$ cat src/sv/cte_pkg.sv
`timescale 1ns / 1ps
// shared types, constants and helper functions of the config token extractor
package cte_pkg;

   localparam int MAX_ITEMS = 4;
   localparam int CNT_W     = $clog2(MAX_ITEMS + 1);
   localparam int IDX_W     = $clog2(MAX_ITEMS);

   // result kinds
   localparam logic [1:0] KIND_BYTE  = 2'd0;
   localparam logic [1:0] KIND_END   = 2'd1;
   localparam logic [1:0] KIND_ERROR = 2'd2;

   // delimiter classes
   localparam logic [2:0] CLS_EOL       = 3'd0;
   localparam logic [2:0] CLS_SPACE     = 3'd1;
   localparam logic [2:0] CLS_HASH      = 3'd2;
   localparam logic [2:0] CLS_EQUALS    = 3'd3;
   localparam logic [2:0] CLS_SEMICOLON = 3'd4;
   localparam logic [2:0] CLS_PATTERN   = 3'd5;

   // quote modes
   localparam logic [1:0] QUOTE_NONE   = 2'd0;
   localparam logic [1:0] QUOTE_SINGLE = 2'd1;
   localparam logic [1:0] QUOTE_DOUBLE = 2'd2;

   // register indexes
   localparam logic [2:0] REG_SPACE_IN_TOKEN     = 3'd0;
   localparam logic [2:0] REG_HASH_IN_TOKEN      = 3'd1;
   localparam logic [2:0] REG_EQUAL_ENDS_TOKEN   = 3'd2;
   localparam logic [2:0] REG_SEMICOLON_IN_TOKEN = 3'd3;
   localparam logic [2:0] REG_PATTERN_CHARS_END  = 3'd4;
   localparam logic [2:0] REG_QUOTES_LITERAL     = 3'd5;
   localparam logic [2:0] REG_CARET_CONDENSE     = 3'd6;

   localparam int CSR_ADDR_W = 5;
   localparam int CSR_DATA_W = 32;

   // characters
   localparam logic [7:0] CHAR_SQUOTE    = 8'h27;
   localparam logic [7:0] CHAR_DQUOTE    = 8'h22;
   localparam logic [7:0] CHAR_BACKSLASH = 8'h5c;
   localparam logic [7:0] CHAR_CARET     = 8'h5e;
   localparam logic [7:0] CHAR_LBRACKET  = 8'h5b;
   localparam logic [7:0] CHAR_HASH      = 8'h23;
   localparam logic [7:0] CHAR_EQUALS    = 8'h3d;
   localparam logic [7:0] CHAR_SEMI      = 8'h3b;
   localparam logic [7:0] CHAR_TILDE     = 8'h7e;
   localparam logic [7:0] CHAR_BANG      = 8'h21;
   localparam logic [7:0] CHAR_BAR       = 8'h7c;
   localparam logic [7:0] CHAR_ESC       = 8'h1b;
   localparam logic [7:0] CHAR_CR        = 8'h0d;
   localparam logic [7:0] CHAR_LF        = 8'h0a;
   localparam logic [7:0] CHAR_TAB       = 8'h09;
   localparam logic [7:0] CHAR_FF        = 8'h0c;
   localparam logic [7:0] CTRL_BASE      = 8'h40;
   localparam logic [7:0] CTRL_MASK      = 8'h7f;
   localparam logic [11:0] OCT_BIAS      = 12'd3504;

   typedef enum logic [2:0] {
      PH_LINE  = 3'd0,
      PH_AFTER = 3'd1,
      PH_TOKEN = 3'd2,
      PH_ESC   = 3'd3,
      PH_CTRL  = 3'd4,
      PH_CARET = 3'd5,
      PH_OCT1  = 3'd6,
      PH_OCT2  = 3'd7
   } phase_type;

   typedef struct packed {
      logic caret_condense;
      logic quotes_literal;
      logic pattern_chars_end;
      logic semicolon_in_token;
      logic equal_ends_token;
      logic hash_in_token;
      logic space_in_token;
   } cfg_type;

   typedef struct packed {
      logic [7:0] in_byte;
      logic       end_of_line;
   } req_type;

   typedef struct packed {
      logic [7:0] out_byte;
      logic [1:0] item_kind;
      logic [2:0] delimiter_class;
      logic [7:0] delimiter_byte;
      logic       last_of_run;
   } rsp_type;

   typedef struct packed {
      phase_type  phase;
      logic [1:0] quote;
      logic [7:0] held_first;
      logic [7:0] held_second;
   } state_type;

   typedef struct packed {
      logic       emit;
      rsp_type    item;
      phase_type  phase;
      logic [1:0] quote;
   } tok_type;

   function automatic logic is_ws(input logic [7:0] b);
      return b inside {8'h20, [8'h09:8'h0d]};
   endfunction

   function automatic logic is_digit(input logic [7:0] b);
      return b inside {["0":"9"]};
   endfunction

   function automatic logic is_alpha(input logic [7:0] b);
      return b inside {["a":"z"], ["A":"Z"]};
   endfunction

   function automatic logic [7:0] to_upper(input logic [7:0] b);
      return (b inside {["a":"z"]}) ? b - 8'd32 : b;
   endfunction

   function automatic rsp_type byte_item(input logic [7:0] b);
      rsp_type r;
      r = '0;
      r.out_byte = b;
      r.item_kind = KIND_BYTE;
      return r;
   endfunction

   function automatic logic [2:0] delim_class(input logic [7:0] b, input cfg_type cfg);
      logic [2:0] c;
      c = CLS_EOL;
      if (is_ws(b) && !cfg.space_in_token) c = CLS_SPACE;
      else if (b == CHAR_HASH && !cfg.hash_in_token) c = CLS_HASH;
      else if (b == CHAR_EQUALS && cfg.equal_ends_token) c = CLS_EQUALS;
      else if (b == CHAR_SEMI && !cfg.semicolon_in_token) c = CLS_SEMICOLON;
      else if (cfg.pattern_chars_end &&
               (b == CHAR_TILDE || b == CHAR_BANG || b == CHAR_BAR)) c = CLS_PATTERN;
      return c;
   endfunction

   // one plain token byte: delimiter, quote, escape start, caret start or data
   function automatic tok_type tok_eval(input logic [7:0] b, input logic [1:0] quote,
                                        input cfg_type cfg);
      tok_type    t;
      logic [2:0] cls;
      logic [7:0] qc;
      t = '0;
      t.phase = PH_TOKEN;
      t.quote = quote;
      cls = delim_class(b, cfg);
      qc = (quote == QUOTE_SINGLE) ? CHAR_SQUOTE :
           ((quote == QUOTE_DOUBLE) ? CHAR_DQUOTE : 8'h00);
      if (quote == QUOTE_NONE && cls != CLS_EOL) begin
         t.emit = 1'b1;
         t.item.item_kind = KIND_END;
         t.item.delimiter_class = cls;
         t.item.delimiter_byte = b;
         t.phase = PH_AFTER;
      end else if (quote != QUOTE_NONE && b == qc) begin
         t.quote = QUOTE_NONE;
      end else if (quote == QUOTE_NONE && !cfg.quotes_literal &&
                   (b == CHAR_SQUOTE || b == CHAR_DQUOTE)) begin
         t.quote = (b == CHAR_SQUOTE) ? QUOTE_SINGLE : QUOTE_DOUBLE;
      end else if (b == CHAR_BACKSLASH && quote != QUOTE_SINGLE) begin
         t.phase = PH_ESC;
      end else if (b == CHAR_CARET && cfg.caret_condense) begin
         t.phase = PH_CARET;
      end else begin
         t.emit = 1'b1;
         t.item = byte_item(b);
      end
      return t;
   endfunction

endpackage

$ cat src/sv/cte_csr.sv
`timescale 1ns / 1ps
// configuration registers behind the apb-style port
module cte_csr (
   input  logic                           clock,
   input  logic                           reset,
   input  logic                           csr_psel,
   input  logic                           csr_penable,
   input  logic                           csr_pwrite,
   input  logic [cte_pkg::CSR_ADDR_W-1:0] csr_paddr,
   input  logic [cte_pkg::CSR_DATA_W-1:0] csr_pwdata,
   output logic [cte_pkg::CSR_DATA_W-1:0] csr_prdata,
   output logic                           csr_pready,
   output cte_pkg::cfg_type               cfg
);

   cte_pkg::cfg_type cfg_ff;
   cte_pkg::cfg_type cfg_in;
   logic [2:0]       reg_idx;
   logic             wr_en;
   logic             rd_bit;

   assign reg_idx    = csr_paddr[cte_pkg::CSR_ADDR_W-1:2];
   assign csr_pready = 1'b1;
   assign wr_en      = csr_psel && csr_penable && csr_pwrite && csr_pready;
   assign cfg        = cfg_ff;

   always_comb begin
      cfg_in = cfg_ff;
      if (wr_en) begin
         case (reg_idx)
            cte_pkg::REG_SPACE_IN_TOKEN:     cfg_in.space_in_token     = csr_pwdata[0];
            cte_pkg::REG_HASH_IN_TOKEN:      cfg_in.hash_in_token      = csr_pwdata[0];
            cte_pkg::REG_EQUAL_ENDS_TOKEN:   cfg_in.equal_ends_token   = csr_pwdata[0];
            cte_pkg::REG_SEMICOLON_IN_TOKEN: cfg_in.semicolon_in_token = csr_pwdata[0];
            cte_pkg::REG_PATTERN_CHARS_END:  cfg_in.pattern_chars_end  = csr_pwdata[0];
            cte_pkg::REG_QUOTES_LITERAL:     cfg_in.quotes_literal     = csr_pwdata[0];
            cte_pkg::REG_CARET_CONDENSE:     cfg_in.caret_condense     = csr_pwdata[0];
            default:                         cfg_in = cfg_ff;
         endcase
      end
   end

   always_comb begin
      case (reg_idx)
         cte_pkg::REG_SPACE_IN_TOKEN:     rd_bit = cfg_ff.space_in_token;
         cte_pkg::REG_HASH_IN_TOKEN:      rd_bit = cfg_ff.hash_in_token;
         cte_pkg::REG_EQUAL_ENDS_TOKEN:   rd_bit = cfg_ff.equal_ends_token;
         cte_pkg::REG_SEMICOLON_IN_TOKEN: rd_bit = cfg_ff.semicolon_in_token;
         cte_pkg::REG_PATTERN_CHARS_END:  rd_bit = cfg_ff.pattern_chars_end;
         cte_pkg::REG_QUOTES_LITERAL:     rd_bit = cfg_ff.quotes_literal;
         cte_pkg::REG_CARET_CONDENSE:     rd_bit = cfg_ff.caret_condense;
         default:                         rd_bit = 1'b0;
      endcase
   end

   assign csr_prdata = {{(cte_pkg::CSR_DATA_W-1){1'b0}}, rd_bit};

   always_ff @(posedge clock) begin
      if (reset) begin
         cfg_ff <= '0;
      end else begin
         cfg_ff <= cfg_in;
      end
   end

endmodule

$ cat src/sv/cte_step.sv
`timescale 1ns / 1ps
// per-byte tokenizer step: next state and the result items of one byte
module cte_step (
   input  cte_pkg::req_type                          req,
   input  cte_pkg::cfg_type                          cfg,
   input  cte_pkg::state_type                        cur,
   output cte_pkg::state_type                        nxt,
   output cte_pkg::rsp_type [cte_pkg::MAX_ITEMS-1:0] items,
   output logic [cte_pkg::CNT_W-1:0]                 count
);

   cte_pkg::tok_type   tok;
   cte_pkg::state_type mid;
   logic [7:0]         b;
   logic [7:0]         up;
   logic [7:0]         oct_val;
   logic [7:0]         ctrl_val;

   assign b   = req.in_byte;
   assign up  = cte_pkg::to_upper(b);
   assign tok = cte_pkg::tok_eval(b, cur.quote, cfg);

   // three-digit escape, wrapped to 8 bits
   assign oct_val = {cur.held_first[1:0], 6'b0} + {cur.held_second[4:0], 3'b0} + b
                    - cte_pkg::OCT_BIAS[7:0];
   assign ctrl_val = (up - cte_pkg::CTRL_BASE) & cte_pkg::CTRL_MASK;

   // next state
   always_comb begin
      mid = cur;
      case (cur.phase)
         cte_pkg::PH_LINE, cte_pkg::PH_AFTER: begin
            if (!cte_pkg::is_ws(b)) begin
               mid.phase = tok.phase;
               mid.quote = tok.quote;
            end
         end
         cte_pkg::PH_TOKEN: begin
            mid.phase = tok.phase;
            mid.quote = tok.quote;
         end
         cte_pkg::PH_ESC: begin
            if (b == "c" || b == "C") begin
               mid.phase = cte_pkg::PH_CTRL;
            end else if (cte_pkg::is_digit(b)) begin
               mid.held_first = b;
               mid.phase = cte_pkg::PH_OCT1;
            end else begin
               mid.phase = cte_pkg::PH_TOKEN;
            end
         end
         cte_pkg::PH_CTRL, cte_pkg::PH_CARET: begin
            mid.phase = cte_pkg::PH_TOKEN;
         end
         cte_pkg::PH_OCT1: begin
            if (cte_pkg::is_digit(b)) begin
               mid.held_second = b;
               mid.phase = cte_pkg::PH_OCT2;
            end else begin
               mid.phase = tok.phase;
               mid.quote = tok.quote;
            end
         end
         cte_pkg::PH_OCT2: begin
            if (cte_pkg::is_digit(b)) begin
               mid.phase = cte_pkg::PH_TOKEN;
            end else begin
               mid.phase = tok.phase;
               mid.quote = tok.quote;
            end
         end
         default: mid = cur;
      endcase

      nxt = mid;
      if (req.end_of_line) begin
         nxt.phase = cte_pkg::PH_LINE;
         nxt.quote = cte_pkg::QUOTE_NONE;
         nxt.held_first = 8'h00;
         nxt.held_second = 8'h00;
      end
   end

   // result items
   always_comb begin
      cte_pkg::rsp_type          it;
      logic [cte_pkg::CNT_W-1:0] n;
      items = '0;
      n = '0;
      it = '0;
      case (cur.phase)
         cte_pkg::PH_LINE, cte_pkg::PH_AFTER, cte_pkg::PH_TOKEN: begin
            if ((cur.phase == cte_pkg::PH_TOKEN || !cte_pkg::is_ws(b)) && tok.emit) begin
               items[n[cte_pkg::IDX_W-1:0]] = tok.item;
               n = n + 1'b1;
            end
         end
         cte_pkg::PH_ESC: begin
            it = cte_pkg::byte_item(b);
            case (b)
               "r":     it = cte_pkg::byte_item(cte_pkg::CHAR_CR);
               "n":     it = cte_pkg::byte_item(cte_pkg::CHAR_LF);
               "t":     it = cte_pkg::byte_item(cte_pkg::CHAR_TAB);
               "f":     it = cte_pkg::byte_item(cte_pkg::CHAR_FF);
               "e":     it = cte_pkg::byte_item(cte_pkg::CHAR_ESC);
               default: it = cte_pkg::byte_item(b);
            endcase
            if (!(b == "c" || b == "C" || cte_pkg::is_digit(b))) begin
               items[n[cte_pkg::IDX_W-1:0]] = it;
               n = n + 1'b1;
            end
         end
         cte_pkg::PH_CTRL: begin
            items[n[cte_pkg::IDX_W-1:0]] = cte_pkg::byte_item(ctrl_val);
            n = n + 1'b1;
         end
         cte_pkg::PH_CARET: begin
            if (b == cte_pkg::CHAR_CARET) begin
               items[n[cte_pkg::IDX_W-1:0]] = cte_pkg::byte_item(b);
               n = n + 1'b1;
            end else if (b == cte_pkg::CHAR_LBRACKET) begin
               items[n[cte_pkg::IDX_W-1:0]] = cte_pkg::byte_item(cte_pkg::CHAR_ESC);
               n = n + 1'b1;
            end else if (cte_pkg::is_alpha(b)) begin
               items[n[cte_pkg::IDX_W-1:0]] = cte_pkg::byte_item(up - cte_pkg::CTRL_BASE);
               n = n + 1'b1;
            end else begin
               items[n[cte_pkg::IDX_W-1:0]] = cte_pkg::byte_item(cte_pkg::CHAR_CARET);
               n = n + 1'b1;
               items[n[cte_pkg::IDX_W-1:0]] = cte_pkg::byte_item(b);
               n = n + 1'b1;
            end
         end
         cte_pkg::PH_OCT1: begin
            if (!cte_pkg::is_digit(b)) begin
               items[n[cte_pkg::IDX_W-1:0]] = cte_pkg::byte_item(cur.held_first);
               n = n + 1'b1;
               if (tok.emit) begin
                  items[n[cte_pkg::IDX_W-1:0]] = tok.item;
                  n = n + 1'b1;
               end
            end
         end
         cte_pkg::PH_OCT2: begin
            if (cte_pkg::is_digit(b)) begin
               items[n[cte_pkg::IDX_W-1:0]] = cte_pkg::byte_item(oct_val);
               n = n + 1'b1;
            end else begin
               items[n[cte_pkg::IDX_W-1:0]] = cte_pkg::byte_item(cur.held_first);
               n = n + 1'b1;
               items[n[cte_pkg::IDX_W-1:0]] = cte_pkg::byte_item(cur.held_second);
               n = n + 1'b1;
               if (tok.emit) begin
                  items[n[cte_pkg::IDX_W-1:0]] = tok.item;
                  n = n + 1'b1;
               end
            end
         end
         default: n = '0;
      endcase

      // line end: error on a dangling escape, else flush held digits and close
      if (req.end_of_line) begin
         if (mid.phase == cte_pkg::PH_ESC || mid.phase == cte_pkg::PH_CTRL ||
             mid.phase == cte_pkg::PH_CARET) begin
            it = '0;
            it.item_kind = cte_pkg::KIND_ERROR;
            items[n[cte_pkg::IDX_W-1:0]] = it;
            n = n + 1'b1;
         end else begin
            if (mid.phase == cte_pkg::PH_OCT1 || mid.phase == cte_pkg::PH_OCT2) begin
               items[n[cte_pkg::IDX_W-1:0]] = cte_pkg::byte_item(mid.held_first);
               n = n + 1'b1;
            end
            if (mid.phase == cte_pkg::PH_OCT2) begin
               items[n[cte_pkg::IDX_W-1:0]] = cte_pkg::byte_item(mid.held_second);
               n = n + 1'b1;
            end
            if (mid.phase != cte_pkg::PH_AFTER) begin
               it = '0;
               it.item_kind = cte_pkg::KIND_END;
               it.delimiter_class = cte_pkg::CLS_EOL;
               items[n[cte_pkg::IDX_W-1:0]] = it;
               n = n + 1'b1;
            end
         end
      end

      for (int i = 0; i < cte_pkg::MAX_ITEMS; i++) begin
         if (n != '0 && i == int'(n) - 1) items[i].last_of_run = 1'b1;
      end
      count = n;
   end

endmodule

$ cat src/sv/cte_out_buf.sv
`timescale 1ns / 1ps
// result register group: holds the items of one byte and hands them out one by one
module cte_out_buf (
   input  logic                                      clock,
   input  logic                                      reset,
   input  logic                                      load,
   input  cte_pkg::rsp_type [cte_pkg::MAX_ITEMS-1:0] load_items,
   input  logic [cte_pkg::CNT_W-1:0]                 load_count,
   output logic                                      free,
   output logic                                      rsp_valid,
   input  logic                                      rsp_stall,
   output cte_pkg::rsp_type                          rsp_data
);

   cte_pkg::rsp_type [cte_pkg::MAX_ITEMS-1:0] items_ff;
   logic [cte_pkg::CNT_W-1:0]                 cnt_ff;
   logic [cte_pkg::CNT_W-1:0]                 cnt_in;
   logic [cte_pkg::IDX_W-1:0]                 idx_ff;
   logic [cte_pkg::IDX_W-1:0]                 idx_in;
   logic                                      out_take;
   logic                                      at_last;

   assign rsp_valid = (cnt_ff != '0);
   assign rsp_data  = items_ff[idx_ff];
   assign out_take  = rsp_valid && !rsp_stall;
   assign at_last   = ({1'b0, idx_ff} == cnt_ff - 1'b1);
   assign free      = !rsp_valid || (out_take && at_last);

   always_comb begin
      cnt_in = cnt_ff;
      idx_in = idx_ff;
      if (out_take) begin
         if (at_last) begin
            cnt_in = '0;
            idx_in = '0;
         end else begin
            idx_in = idx_ff + 1'b1;
         end
      end
      if (load) begin
         cnt_in = load_count;
         idx_in = '0;
      end
   end

   always_ff @(posedge clock) begin
      if (reset) begin
         cnt_ff <= '0;
         idx_ff <= '0;
      end else begin
         cnt_ff <= cnt_in;
         idx_ff <= idx_in;
      end
   end

   always_ff @(posedge clock) begin
      if (load) begin
         items_ff <= load_items;
      end
   end

endmodule

$ cat src/sv/config_token_extractor.sv
`timescale 1ns / 1ps
// top level of the config token extractor
//
// Line bytes enter on the req_ channel, one item per byte, with end_of_line
// on the last byte of a line. Token bytes, token ends and premature end
// errors leave on the rsp_ channel, one result item per handshake, the last
// item caused by a byte flagged by last_of_run. A byte may cause no item.
// Seven one-bit option registers sit behind the csr_ port at byte addresses
// 0, 4, .. 24; write them only while no item is in flight.
// An accepted byte lands in an input register; once the result register
// group is free, the step logic updates the tokenizer state and loads the
// byte's items into that group, which then shows the first item.
// One byte is taken per cycle while each byte causes at most one item and
// the receiver does not stall; a byte with several items holds the input
// until the single result port takes its last item. A receiver stall
// holds the result group; the input register fills, then req_stall rises.
// Reset (synchronous) clears the options, drops any item in flight and
// returns the tokenizer to the start of a line.
module config_token_extractor (
   input  logic                           clock,
   input  logic                           reset,
   input  logic                           req_valid,
   output logic                           req_stall,
   input  cte_pkg::req_type               req_data,
   output logic                           rsp_valid,
   input  logic                           rsp_stall,
   output cte_pkg::rsp_type               rsp_data,
   input  logic                           csr_psel,
   input  logic                           csr_penable,
   input  logic                           csr_pwrite,
   input  logic [cte_pkg::CSR_ADDR_W-1:0] csr_paddr,
   input  logic [cte_pkg::CSR_DATA_W-1:0] csr_pwdata,
   output logic [cte_pkg::CSR_DATA_W-1:0] csr_prdata,
   output logic                           csr_pready
);

   cte_pkg::cfg_type                          cfg;
   cte_pkg::req_type                          in_data_ff;
   logic                                      in_valid_ff;
   logic                                      in_valid_in;
   cte_pkg::state_type                        state_ff;
   cte_pkg::state_type                        state_in;
   cte_pkg::rsp_type [cte_pkg::MAX_ITEMS-1:0] step_items;
   logic [cte_pkg::CNT_W-1:0]                 step_count;
   logic                                      buf_free;
   logic                                      advance;
   logic                                      in_take;

   cte_csr u_csr (
      .clock       (clock),
      .reset       (reset),
      .csr_psel    (csr_psel),
      .csr_penable (csr_penable),
      .csr_pwrite  (csr_pwrite),
      .csr_paddr   (csr_paddr),
      .csr_pwdata  (csr_pwdata),
      .csr_prdata  (csr_prdata),
      .csr_pready  (csr_pready),
      .cfg         (cfg)
   );

   cte_step u_step (
      .req   (in_data_ff),
      .cfg   (cfg),
      .cur   (state_ff),
      .nxt   (state_in),
      .items (step_items),
      .count (step_count)
   );

   cte_out_buf u_out_buf (
      .clock      (clock),
      .reset      (reset),
      .load       (advance && step_count != '0),
      .load_items (step_items),
      .load_count (step_count),
      .free       (buf_free),
      .rsp_valid  (rsp_valid),
      .rsp_stall  (rsp_stall),
      .rsp_data   (rsp_data)
   );

   // the held byte moves on once the result group can take its items
   assign advance   = in_valid_ff && buf_free;
   assign req_stall = in_valid_ff && !buf_free;
   assign in_take   = req_valid && !req_stall;

   always_comb begin
      in_valid_in = in_valid_ff;
      if (in_take) in_valid_in = 1'b1;
      else if (advance) in_valid_in = 1'b0;
   end

   always_ff @(posedge clock) begin
      if (reset) begin
         in_valid_ff <= 1'b0;
         state_ff <= '{phase: cte_pkg::PH_LINE, quote: cte_pkg::QUOTE_NONE,
                       held_first: 8'h00, held_second: 8'h00};
      end else begin
         in_valid_ff <= in_valid_in;
         if (advance) state_ff <= state_in;
      end
   end

   always_ff @(posedge clock) begin
      if (in_take) in_data_ff <= req_data;
   end

   a_stall_needs_held_byte: assert property (@(posedge clock) disable iff (reset)
      req_stall |-> in_valid_ff)
      else $error("input stalled with an empty input register");

   a_line_end_resets_state: assert property (@(posedge clock) disable iff (reset)
      (advance && in_data_ff.end_of_line) |=>
         (state_ff.phase == cte_pkg::PH_LINE && state_ff.quote == cte_pkg::QUOTE_NONE))
      else $error("tokenizer state not back at line start after a line end");

   a_error_is_last: assert property (@(posedge clock) disable iff (reset)
      (rsp_valid && rsp_data.item_kind == cte_pkg::KIND_ERROR) |-> rsp_data.last_of_run)
      else $error("error item not the last item of its byte");

   a_no_load_over_pending: assert property (@(posedge clock) disable iff (reset)
      (rsp_valid && rsp_stall) |-> !advance)
      else $error("result group reloaded while an item is still pending");

endmodule
$ cat config.mk
export PLATFORM = sky130hd
export DESIGN_NAME = config_token_extractor
export DESIGN_NICKNAME = d
export VERILOG_FILES = /design/src/sv/cte_pkg.sv /design/src/sv/cte_csr.sv /design/src/sv/cte_step.sv /design/src/sv/cte_out_buf.sv /design/src/sv/config_token_extractor.sv
export SDC_FILE = /design/constraint.sdc
export NUM_CORES = 1
export LEC_CHECK = 0
export ABC_AREA = 1
export BUFFER_PORTS_ARGS = -buffer_cell sky130_fd_sc_hd__buf_2
export CAP_MARGIN = 5
export CORE_MARGIN = 2
export CORE_UTILIZATION = 55
export DETAILED_ROUTE_END_ITERATION = 6
export GPL_TIMING_DRIVEN = 0
export PLACE_DENSITY = 0.76
export SLEW_MARGIN = 10
export SYNTH_ARGS = -nofsm -noshare
export SYNTH_HDL_FRONTEND = slang
export SYNTH_SLANG_ARGS = --single-unit
$ cat constraint.sdc
create_clock -name clock -period 8 [get_ports clock]
set_input_delay 0.4 -clock clock [delete_from_list [all_inputs] [get_ports clock]]
set_output_delay 0.4 -clock clock [all_outputs]
set_load 0.01 [all_outputs]
# After elaboration in Yosys (flattened, before gate mapping)
# Cells that the tools add are included.
# word_totals
regBits	131
in_bits	53
wordCells	292
out_inout_bits	57
# classes
n_reduce_logical	78
add_sub_neg	11
bitwise_logic	6
n_lt_le_gt_ge	15
eq_ne	48
muxes	98
# ops
operator	n
$mux W88	8
$mux W22	15
$bwmux W88	2
$not A84 Y84	2
$demux W22 S2	3
$pmux W22 S6	1
$pmux W22 S5	1
$eq A8 B7 Y1 const B	12
$mux W44	2
$and A63 B84 Y84	1
$and A84 B84 Y84	1
$mux W3	26
$mux W67	1
$pmux W22 S3	1
$eq A3 B32 Y1 const A	2
$mux W8	8
$eq A8 B6 Y1 const B	7
$mux W26	2
$mux W23	2
$bmux W22 S2	1
$pmux W3 S6	2
$eq A3 B3 Y1 const B	11
$eq A2 B32 Y1 const A	1
$logic_not A32 Y1	1
other kinds (47)	143

# Longest topological paths before layout
# Gate-level depths: netlist (run 1).
# logic_depth
depth_word	32
depth_mapped	32
depth_no_buf	31

# Modules after synthesis
# Synthesis (run 1) repeated with hierarchy kept, for this count alone.
# hier_totals
cells_unflattened	1287
area_unflattened_um2	9495.4
# modules_own_cells
module	seq_area_each_um2	instances	area_each_um2	cells_per_inst
cte_step	0.0	1	4045.1	769
cte_out_buf	2742.6	1	3567.2	258
config_token_extractor	710.7	1	1198.6	153
cte_csr	140.1	1	684.4	107

# Worst setup path before layout (run 1)
# OpenSTA, ideal clock, no wires.
# synth_path
kind	register -> register
from	reg in_data_ff[7] (netlist name)
to	reg u_out_buf.items_ff[0] (netlist name), enable pin
n_path_buf	0
setup_ns	0.431
stages_incl_launch_ff	27
t_arrival_ns	4.935
slack_ns	2.634
t_required_ns	7.569
synth_period_minus_slack_ns	5.366
cell_sequence	edfxtp_1 > inv_4 > ha_1 > nand3_1 > nor2_1 > or2_1 > nand2_2 > inv_2 > nor2_1 > nor2_1 > nand4_1 > nand2_1 > inv_1 > ha_1 > nand2_1 > nand2_1 > inv_1 > ha_1 > nand2_1 > or2_2 > nand2_2 > inv_2 > nor2_2 > nor2_4 > nand3_2 > nand2_2 > inv_1
# synth_between
elab_chain_len	29
elab_cells_between_ends	100
classes_between	add/sub (3); order compare (8); eq/ne (21); mux (38); reduce/logical (30)
# synth_lines
element	line_no	text
from (decl)	config_token_extractor.sv:38	cte_pkg::req_type in_data_ff;
from (signal assigned)	config_token_extractor.sv:106	if (in_take) in_data_ff <= req_data;
$eq A8 B7 Y1 or $eq A8 B6 Y1 (tied branches)	cte_pkg.sv:140	(b == CHAR_TILDE || b == CHAR_BANG || b == CHAR_BAR)) c = CLS_PATTERN;
$logic_or A1 B1 Y1 (2 in a row)	cte_pkg.sv:140	
$logic_and A1 B1 Y1	cte_pkg.sv:139	else if (cfg.pattern_chars_end &&
$mux W3	cte_pkg.sv:139	
$mux W3	cte_pkg.sv:138	else if (b == CHAR_SEMI && !cfg.semicolon_in_token) c = CLS_SEMICOLON;
$mux W3	cte_pkg.sv:137	else if (b == CHAR_EQUALS && cfg.equal_ends_token) c = CLS_EQUALS;
$mux W3	cte_pkg.sv:136	else if (b == CHAR_HASH && !cfg.hash_in_token) c = CLS_HASH;
$mux W3	cte_pkg.sv:135	if (is_ws(b) && !cfg.space_in_token) c = CLS_SPACE;
(+13 left out)	-	
$mux W3	cte_step.sv:163	if (req.end_of_line) begin
$add A3 B1 Y3	cte_step.sv:184	n = n + 1'b1;
$mux W3	cte_step.sv:179	if (mid.phase != cte_pkg::PH_AFTER) begin
$mux W3	cte_step.sv:164	if (mid.phase == cte_pkg::PH_ESC || mid.phase == cte_pkg::PH_CTRL ||
$mux W3 (*)	cte_step.sv:163	
$reduce_bool A3 Y1 (*)	config_token_extractor.sv:74	.load (advance && step_count != '0),
$logic_and A1 B1 Y1 (*)	config_token_extractor.sv:74	
named net u_out_buf.load	cte_out_buf.sv:6	input logic load,
to (signal assigned)	cte_out_buf.sv:58	items_ff <= load_items;
to (decl)	cte_out_buf.sv:15	cte_pkg::rsp_type [cte_pkg::MAX_ITEMS-1:0] items_ff;
# The timed path passes the listed nets; every way through them passes the cells marked *. The select of a mux whose other input is x is not followed.
# A chain may end at the register's enable or synchronous reset.

# Worst setup path after layout (run 1)
# layout_path
from	reg in_data_ff[6] (netlist name)
to	reg u_out_buf.items_ff[34] (netlist name), enable pin
# Same word-level chain as after synthesis.

==> flow_metrics.tcl, run 1 <==
set metrics [dict create \
    drive_above_1_share_pct 16.5 \
    max_freq_mhz 184 \
    rows 45 \
    worstHoldPathCells 1 \
    ir_drop_mv 0.136 \
    drv_slew 0 \
    synth-xor-area-share_pct 0.828 \
    syn_area_sq_um 8470 \
    synth_edf_count 86 \
    hold_class "input port to flop" \
    antenna_found_initial 0 \
    slew_headroom_pct 31.3 \
    synthDistinctLibCells 59 \
    die_x_microns 128 \
    ioPinCount 110 \
    powerDensity_nw_per_um2 179 \
    synthCells 1099 \
    finalCriticalPeriod_ps 5440 \
    drt-initial-drc-count 900 \
    synth_compound_area_share_pct 17.1 \
    min_from "req_data[4]" \
    grt_overflow 0 \
    synth_top_family_by_area "simple AND/OR/NAND/NOR gates" \
    finalHoldViolCount 0 \
    vias 8166 \
    ys_seq_area_share_pct 38.5 \
    cts_resized 0 \
    start_util_pct 55.9 \
    run_status "finished, final reports clean" \
    required_ps 8100 \
    core_area_sq_um 15100 \
    synth.top_cell.area_share_pct 30.5 \
    crit_path_frequent_cell "nand2_1" \
    grt_pass1_vias 7550 \
    worstReg2RegEnd "u_out_buf.items_ff[34]" \
    ys_ff_latch 120 \
    rsz0062_at_grt "false" \
    setup_violations 0 \
    yosys.area_share.simple_pct 28.1 \
    hold_buffers 0 \
    gp_congestion 1.01 \
    cp_slowest_cell "edfxtp_1" \
    rr_worst_depth 29 \
    synth_mux_area_share_pct 0 \
    layout_common_cells "nand2_1, nor2_1, inv_1" \
    final.setup_skew_ps 15.9 \
    dp_slack_ps 2660 \
    n_antenna_cell 0 \
    dr.pass1.iters 6 \
    slowest_delay_ps 470 \
    cts_buffers 17 \
    drc_errors 0 \
    clk-insertion-delay-late_ps 420 \
    grt_pass1_wl_mm 42.0 \
    synth_top_area_cell "edfxtp_1" \
    tns_ps 0 \
    worstMarginPinSlew_ps 1030 \
    synth.top_cells.by_area "edfxtp_1, nand2_1, dfxtp_1, o21ai_0, nor2_1" \
    dp_hpwl_mm 20.8 \
    vias_per_cell 5.85 \
    ctsLongestPathBuffers 2 \
    yosys.area_share.adder_pct 4.32 \
    clk_pin_slew_ps 60 \
    dieArea_sq_um 16400 \
    postCtsSetupBuffers 0 \
    area_growth_pct 13.8 \
    syn_area_per_cell_sq_um 7.70 \
    layout_commonest_cell "nand2_1" \
    rrSetupSlack_ps 2560 \
    maxCapViolCount 0 \
    end_kind "flop" \
    p_leak_nw 4.05 \
    die_h_microns 128 \
    synth_top_flop_cell "edfxtp_1" \
    synthArstFlopShare_pct 0 \
    port_buffers 44 \
    grtUsageTotal_pct 34.4 \
    crit_type "flop to flop" \
    yosys_warnings 0 \
    cts.sinks 120 \
    n_fill_cell 1377 \
    critPathMaxFanout 39 \
    r2r-start "in_data_ff[6]" \
    post-route-period-util_pct 68.0 \
    critPathLaunchType "flop" \
    grt_max_degree 40 \
    critPathArrivalTime_ps 5540 \
    ant_nets 0 \
    clock-root-buffer "clkbuf_16" \
    cts_htree_levels 4 \
    tritoncts "done" \
    wl_per_cell_microns 19.8 \
    power.total_mw 1.72 \
    fin_ws_ps 2560 \
    hold-path-endpoint "in_data_ff[4]" \
    hold_ws_ps 153 \
    finish.utilization_pct 63.6 \
    layout.nets 1277 \
    drt-total-wl_mm 27.7 \
]
## routing by layer
layer	global-route usage, %	routed length, microns
met4	16.1	1010
met2	53.8	12400
met1	45.3	11500
met3	8.47	2770
met5	0	0
## per-stage QoR
step / cell area [sq um] / std cells
2_1_floorplan: 8590 / 1132
3_3_place_gp: 9050 / 1364
3_5_place_dp: 9070 / 1365
4_1_cts: 9630 / 1397
5_1_grt: 9630 / 1397
6_report: 9630 / 1397
## worst max path at each step
| stage | cells past startpoint | startpoint | endpoint |
|---|---|---|---|
| final | 29 | in_data_ff[6] | u_out_buf.items_ff[34] |
| after global routing | 29 | in_data_ff[7] | u_out_buf.items_ff[31] |
| after CTS | 32 | in_data_ff[6] | u_out_buf.items_ff[31] |
| after detailed placement | 32 | in_data_ff[6] | u_out_buf.items_ff[24] |
| after global placement | 28 | in_data_ff[7] | u_out_buf.items_ff[24] |
| after floorplan | 26 | in_data_ff[7] | u_out_buf.items_ff[0] |
## layout make-up
type	instances	area, sq um	share of cell area [%]
Sequential cell	120	3260	33.9
Timing Repair Buffer	45	240	2.49
Clock buffer	19	433	4.49
Clock inverter	13	129	1.34
Multi-Input combinational cell	810	4390	45.6
Inverter	137	526	5.46
Buffer	65	417	4.33
Tap cell	188	235	2.44
## Yosys cell counts, types with 3 or more instances
master and count:
a21oi_1 49, a32o_1 8, buf_2 3, buf_4 37
buf_6 4, clkbuf_1 21, clkinv_1 8, dfxtp_1 34
edfxtp_1 86, ha_1 26, inv_1 115, inv_2 10
inv_4 3, nand2_1 196, nand2_2 17, nand2_4 8
nand3_1 59, nand3_2 4, nand3_4 5, nand4_1 11
nor2_1 141, nor2_2 9, nor2_4 8, nor2_8 3
nor3_1 22, o2111ai_1 4, o211ai_1 12, o21ai_0 110
o21ai_1 3, o21ai_2 4, o221ai_1 6, o22ai_1 28
xnor2_1 4, xor2_1 4
## flip-flops by register name, summed over array words and instances, names as in the netlist
register / cells
in_data_ff: 9
in_valid_ff: 1
u_csr.cfg: 7
u_out_buf.items_ff: 77
u_out_buf.idx_ff: 2
u_out_buf.cnt_ff: 3
state_ff: 21
## kinds of logic (layout without fill, tap and decap cells)
| logic type | Yosys count | count (layout) |
|---|---|---|
| AO/OA/AOI/OAI | 243 | 243 |
| adder cells (fa/ha/maj) | 28 | 28 |
| XOR/XNOR | 8 | 8 |
| AND/OR/NAND/NOR | 496 | 496 |
| other | 2 | 35 |
| buffers and inverters | 202 | 279 |
| flip-flops | 120 | 120 |
## worst max-delay path, delay by kind of cell, from the launching register on
kind	cells	cell delay (ps)
and+or+nand+nor	15	1520
AOI/OAI and AO/OA	3	460
adders and majority gates	3	950
buffers and inverters	8	1640
DFF	1	470
## report_power, final
| part | total (mW) | internal (mW) | leakage (nW) | switching [mW] |
|---|---|---|---|---|
| combinational | 0.267 | 0.0795 | 2.67 | 0.187 |
| sequential | 0.711 | 0.699 | 1.11 | 0.0118 |
| clock | 0.746 | 0.456 | 0.272 | 0.291 |
Note: power is estimated with default switching activity, not from simulation.
==> run 2, diff against run 1 <==
==> constraint.sdc (replaced) <==
create_clock -name clock -period 5.4 [get_ports clock]
set_input_delay 0.27 -clock clock [delete_from_list [all_inputs] [get_ports clock]]
set_output_delay 0.27 -clock clock [all_outputs]
set_load 0.01 [all_outputs]
==> run 2 against run 1 <==
Compared with the run above: via count rose by 0.60%; critical path depth fell by 1; die area did not move; wire length rose by 0.46%; cell count rose by 0.14%; utilization rose by 0.30 points; sequential power rose by 48%; register-to-register slack got worse by 2300 ps; global-route usage did not move; setup slack got worse by 2300 ps; critical endpoint is now u_out_buf.items_ff[63]; highest routed layer unchanged.
==> flow_metrics.tcl, run 2 (same netlist as run 1, synthesis figures left out) <==
set metrics [dict create \
    run_status "finished, final reports clean" \
    p_leak_nw 4.06 \
    hold_class "input port to flop" \
    intPower_mw 1.83 \
    dp_hpwl_mm 20.8 \
    critPathMaxFanout 10 \
    drc_errors 0 \
    p_comb_share_pct 15.7 \
    grt_overflow 0 \
    antenna_found_initial 0 \
    ir_drop_mv 0.201 \
    grt_pass1_wl_mm 42.0 \
    ant_nets 0 \
    start_util_pct 55.9 \
    port_buffers 44 \
    drt-initial-drc-count 1013 \
    cts_htree_levels 4 \
    dieArea_sq_um 16400 \
    wl_per_cell_microns 19.9 \
    area_growth_pct 14.3 \
    die_x_microns 128 \
    final.setup_skew_ps 17.6 \
    grt_pass1_vias 7550 \
    layout.nets 1279 \
    dp_slack_ps 62.0 \
    largest_register_ff_count 77 \
    layout_common_cells "nand2_1, nor2_1, inv_1" \
    drv_slew 0 \
    reg.largest.list "u_out_buf.items_ff x77, state_ff x21, in_data_ff x9" \
    finalHoldViolCount 0 \
    clockPowerShare_pct 43.2 \
    layout_commonest_cell "nand2_1" \
    grtUsageTotal_pct 34.4 \
    finish.utilization_pct 63.9 \
    die_h_microns 128 \
    critPathArrivalTime_ps 5250 \
    post-route-period-util_pct 94.5 \
    p_seq_share_pct 41.1 \
    setup_violations 0 \
    largest-register "u_out_buf.items_ff" \
    gp_congestion 1.01 \
    vias 8215 \
    slew_headroom_pct 32.9 \
    ctsLongestPathBuffers 2 \
    maxCapViolCount 0 \
    crit_path_frequent_cell "nand2_1" \
    drive_above_1_share_pct 16.8 \
    finalCriticalPeriod_ps 5100 \
    rsz0062_at_grt "false" \
    ioPinCount 110 \
    required_ps 5550 \
    end_kind "flop" \
    tritoncts "done" \
    core_area_sq_um 15100 \
    clk_pin_slew_ps 60 \
    powerDensity_nw_per_um2 265 \
    n_antenna_cell 0 \
    critPathLaunchType "flop" \
    p_switching_mw 0.730 \
    fin_ws_ps 298 \
    cp_slowest_cell "o21ai_0" \
    rows 45 \
    dr.pass1.iters 6 \
    clock-root-buffer "clkbuf_16" \
    clk-insertion-delay-late_ps 420 \
    max_freq_mhz 196 \
    drt-total-wl_mm 27.8 \
    cts.sinks 120 \
    vias_per_cell 5.87 \
    crit_type "flop to flop" \
    slowest_delay_ps 490 \
    netSwitchingFraction_pct 28.5 \
    worstMarginPinSlew_ps 1000 \
    cts_buffers 17 \
    grt_max_degree 40 \
]
==> run 2: changes by cell type in the layout (fill, tap and decap cells not counted) <==
cell / delta
clkinv_8: +1
a32oi_2: +1
nand2_1: -1
inv_6: +1
inv_2: -1
nor2_1: -1
inv_4: -1
nand2_4: +1
buf_4: +1
nor2_2: +1
a32oi_1: -1
clkinv_2: +1
==> run 2: path summary, 6_finish.rpt <==
kind	start	end	slack, ps	depth (start not counted)
setup / recovery	in_data_ff[6]	u_out_buf.items_ff[63]	300	28
hold / removal	req_data[7]	in_data_ff[7]	30	1
setup reg to reg	in_data_ff[6]	u_out_buf.items_ff[63]	300	28
hold reg to reg	state_ff[3]	state_ff[3]	460	2
==> run 2: repair_timing <==
action / CTS / global route
setup buffers: 0 / 1
endpoints found under the setup margin: 0 / 83
hold buffers: 0 / 0
resized for setup: 0 / 8
==> run 2: through the flow <==
stage	total power [mW]	hold slack (ps)	setup TNS, ps	instance area [sq um]	std cells
after floorplan	1.33	369	0	8590	1132
final	2.56	26.9	0	9680	1399
after global routing	2.64	15.3	0	9680	1399
after CTS	2.55	11.9	0	9630	1397
after detailed placement	1.46	449	0	9070	1365
after global placement	1.46	446	-101540	9050	1364
==> run 2: layout make-up <==
class                   instances  area, sq um
clock inverters                13          129
flip-flops and latches        120         3260
multi-input cells             810         4410
plain buffers                  65          417
clock buffers                  19          433
inverters                     137          537
repair inverters                1         8.76
repair buffers                 46          248
fillers                      1374         5470
well taps                     188          235
==> run 2: metal layers <==
layer  global-route usage [%]  part of all wire [%]  wire, microns
met5                        0                     0              0
met4                     16.1                   3.8           1060
met3                     8.47                   9.5           2650
met2                     53.8                    45          12500
met1                     45.3                    42          11600
==> run 2: critical path, delay by kind of cell, from the launching register on <==
kind,cells,cell delay (ps)
AND/OR/NAND/NOR,16,1730
flip-flops,1,470
adder cells (fa/ha/maj),3,810
AO/OA/AOI/OAI,3,890
buffers and inverters,6,880
==> run 2: power by group through the flow <==
| stage | clock network, mW | registers (mW) | logic (mW) |
|---|---|---|---|
| 2_1_floorplan | 0 | 1.07 | 0.263 |
| 4_1_cts | 1.11 | 1.05 | 0.389 |
| 3_3_place_gp | 0 | 1.07 | 0.381 |
| 5_1_grt | 1.15 | 1.06 | 0.437 |
| 3_5_place_dp | 0 | 1.07 | 0.386 |
| 6_report | 1.11 | 1.05 | 0.402 |
==> run 3, diff against run 2 <==
--- a/config.mk
+++ b/config.mk
@@ -12,8 +12,9 @@
 export CORE_UTILIZATION = 55
 export DETAILED_ROUTE_END_ITERATION = 6
 export GPL_TIMING_DRIVEN = 0
-export PLACE_DENSITY = 0.76
+export PLACE_DENSITY_LB_ADDON = 0.12
 export SLEW_MARGIN = 10
 export SYNTH_ARGS = -nofsm -noshare
 export SYNTH_HDL_FRONTEND = slang
+export SYNTH_HIERARCHICAL = 1
 export SYNTH_SLANG_ARGS = --single-unit
==> run 3 against run 2 <==
Compared with the run above: clock skew down 6.3 ps; global-route usage decreased by 1.8 points; setup slack got worse by 56 ps; area after synthesis rose by 12%; critical endpoint is now u_out_buf/items_ff[5].
==> flow_metrics.tcl, run 3 <==
set metrics [dict create \
    cp_slowest_cell "clkbuf_1" \
    p_leak_nw 4.95 \
    slowest_delay_ps 500 \
    dr.pass1.iters 7 \
    grt_max_degree 29 \
    maxCapViolCount 0 \
    clock-root-buffer "clkbuf_16" \
    layout_commonest_cell "nand2_1" \
    vias 8961 \
    dp_slack_ps -243 \
    cts_htree_levels 4 \
    yosys_warnings 6 \
    drive_above_1_share_pct 18.8 \
    slew_headroom_pct 43.9 \
    cts_buffers 17 \
    rows 48 \
    setup_violations 0 \
    tritoncts "done" \
    worstMarginPinSlew_ps 832 \
    synth.top_cells.by_area "edfxtp_1, nand2_1, nor2_1, dfxtp_1, inv_1" \
    fin_cells 1637 \
    dp_hpwl_mm 22.5 \
    start_util_pct 55.7 \
    min_from "req_data[0]" \
    rr_worst_depth 30 \
    drv_slew 0 \
    vias_per_cell 5.47 \
    run_status "finished, final reports clean" \
    crit_type "flop to flop" \
    grt_overflow 0 \
    synth_most_common_cell "nand2_1" \
    finalCriticalPeriod_ps 5160 \
    grtUsageTotal_pct 32.7 \
    end_kind "flop" \
    post-route-period-util_pct 95.5 \
    synth_edf_count 97 \
    reg.largest.list "u_out_buf/items_ff x88, state_ff x21, in_data_ff x9" \
    hold_class "input port to flop" \
    crit_path_frequent_cell "nand2_1" \
    critPathArrivalTime_ps 5280 \
    core_area_sq_um 17100 \
    largest-register "u_out_buf/items_ff" \
    dp.cells 1600 \
    required_ps 5530 \
    clk-insertion-delay-late_ps 430 \
    p_seq_share_pct 39.7 \
    crit_buf_inv 10 \
    p_switching_mw 0.929 \
    area_growth_pct 15.0 \
    antenna_found_initial 0 \
    synthArstFlopShare_pct 0 \
    ys_seq_area_share_pct 37.8 \
    syn_area_sq_um 9500 \
    stdcell_area_sq_um 10900 \
    ctsLongestPathBuffers 2 \
    ant_nets 0 \
    grt_pass1_wl_mm 45.0 \
    die_x_microns 135 \
    synth_top_area_cell "edfxtp_1" \
    crit_start "in_data_ff[3]" \
    synthDistinctLibCells 62 \
    hold_buffers 0 \
    hold-path-endpoint "in_data_ff[0]" \
    drc_errors 0 \
    tns_ps 0 \
    grt_pass1_vias 8128 \
    ys_ff_latch 131 \
    drt-initial-drc-count 974 \
    n_fill_cell 1596 \
    dpl_cell_area_sq_um 10300 \
    synth.top_cell.area_share_pct 30.7 \
    worstReg2RegEnd "u_out_buf/items_ff[5]" \
    dieArea_sq_um 18300 \
    synthCells 1287 \
    clk_pin_slew_ps 60 \
    intPower_mw 2.06 \
    fin_ws_ps 242 \
    ir_drop_mv 0.216 \
    syn_area_per_cell_sq_um 7.38 \
    n_antenna_cell 0 \
    worstHoldPathCells 1 \
    cts.sinks 131 \
    synth_top_flop_cell "edfxtp_1" \
    clockPowerShare_pct 39.0 \
    rrSetupSlack_ps 240 \
    finish.utilization_pct 64.0 \
    wl_per_cell_microns 17.9 \
    r2r-start "in_data_ff[3]" \
    critPathMaxFanout 28 \
    netSwitchingFraction_pct 31.0 \
    largest_register_ff_count 88 \
    critPathLaunchType "flop" \
    port_buffers 42 \
    ioPinCount 110 \
    final.setup_skew_ps 11.3 \
    layout.nets 1480 \
    drt-total-wl_mm 29.2 \
    crit_family "simple AND/OR/NAND/NOR gates" \
    gp_congestion 1.02 \
    max_freq_mhz 194 \
    powerDensity_nw_per_um2 274 \
    synth_commonest_cells "nand2_1, nor2_1, inv_1" \
    layout_common_cells "nand2_1, nor2_1, inv_1" \
    p_comb_share_pct 21.3 \
    die_h_microns 135 \
    finalHoldViolCount 0 \
]
[run 3: cell types whose count changed in the layout (fill, tap and decap cells not counted), moves of 13 or more]
cell      previous run  this run
nand2_1            195       272
buf_4               38        55
a21oi_1             49        31
inv_2                9        22
buf_2               47        67
nor2_1             140       236
clkbuf_1            23         8
o21ai_0            110        82
[run 3: worst max-delay path by stage]
stage,cells past startpoint,endpoint,slack [ps]
2_1_floorplan,31,u_out_buf/cnt_ff[0],-330
3_3_place_gp,34,u_out_buf/cnt_ff[2],-1730
3_5_place_dp,33,u_out_buf/items_ff[8],-240
4_1_cts,33,u_out_buf/items_ff[49],150
5_1_grt,31,u_out_buf/items_ff[71],-9
6_report,30,u_out_buf/items_ff[5],240
[run 3: power groups by stage]
stage	Combinational [mW]	Sequential, mW	Clock (mW)
global placement	0.596	1.21	0
global route	0.698	1.19	1.22
CTS	0.620	1.19	1.18
floorplan	0.436	1.20	0
finish	0.636	1.19	1.17
detailed placement	0.615	1.21	0
[run 3: metrics by stage]
stage	hold WS, ps	power [mW]
floorplan	339	1.64
global placement	446	1.81
detailed placement	448	1.83
CTS	3.12	2.99
global route	3.65	3.11
finish	15.5	2.99
[run 3: worst reg2reg max path, delay by kind of cell, from the launching register on]
| kind | cells | cell delay [ps] |
|---|---|---|
| buf+inv | 10 | 1770 |
| compound gates | 2 | 280 |
| flops | 1 | 350 |
| fa+ha+maj | 2 | 370 |
| simple gates | 16 | 2050 |
[run 3: cell families after synthesis]
logic type                 after synthesis  synth area share, %
AOI/OAI and AO/OA                      193                 12.0
xor gates and xnor gates                 7                0.646
adders and majority gates               28                 3.85
buffers and inverters                  242                 12.6
DFF                                    131                 37.8
other                                    3                0.119
and+or+nand+nor                        683                 32.9
[run 3: final cells by class]
cell class,count,area [sq um],area share (%)
Buffer,93,631,5.77
Clock buffer,19,443,4.06
Clock inverter,13,151,1.39
Inverter,149,568,5.20
Multi-Input combinational cell,957,4940,45.2
Sequential cell,131,3590,32.9
Tap cell,225,282,2.58
Timing Repair Buffer,50,315,2.89
[run 3: what timing repair did]
item,CTS,global route
buffers inserted,1,4
endpoints found under the setup margin,79,93
pin swaps,1,0
resized for setup,0,1
[run 3: layer usage]
layer | GRT usage, % | wire length, microns
met5 | 0 | 0
met3 | 6.36 | 2490
met2 | 50.7 | 13000
met1 | 44.8 | 12600
met4 | 13.8 | 1090
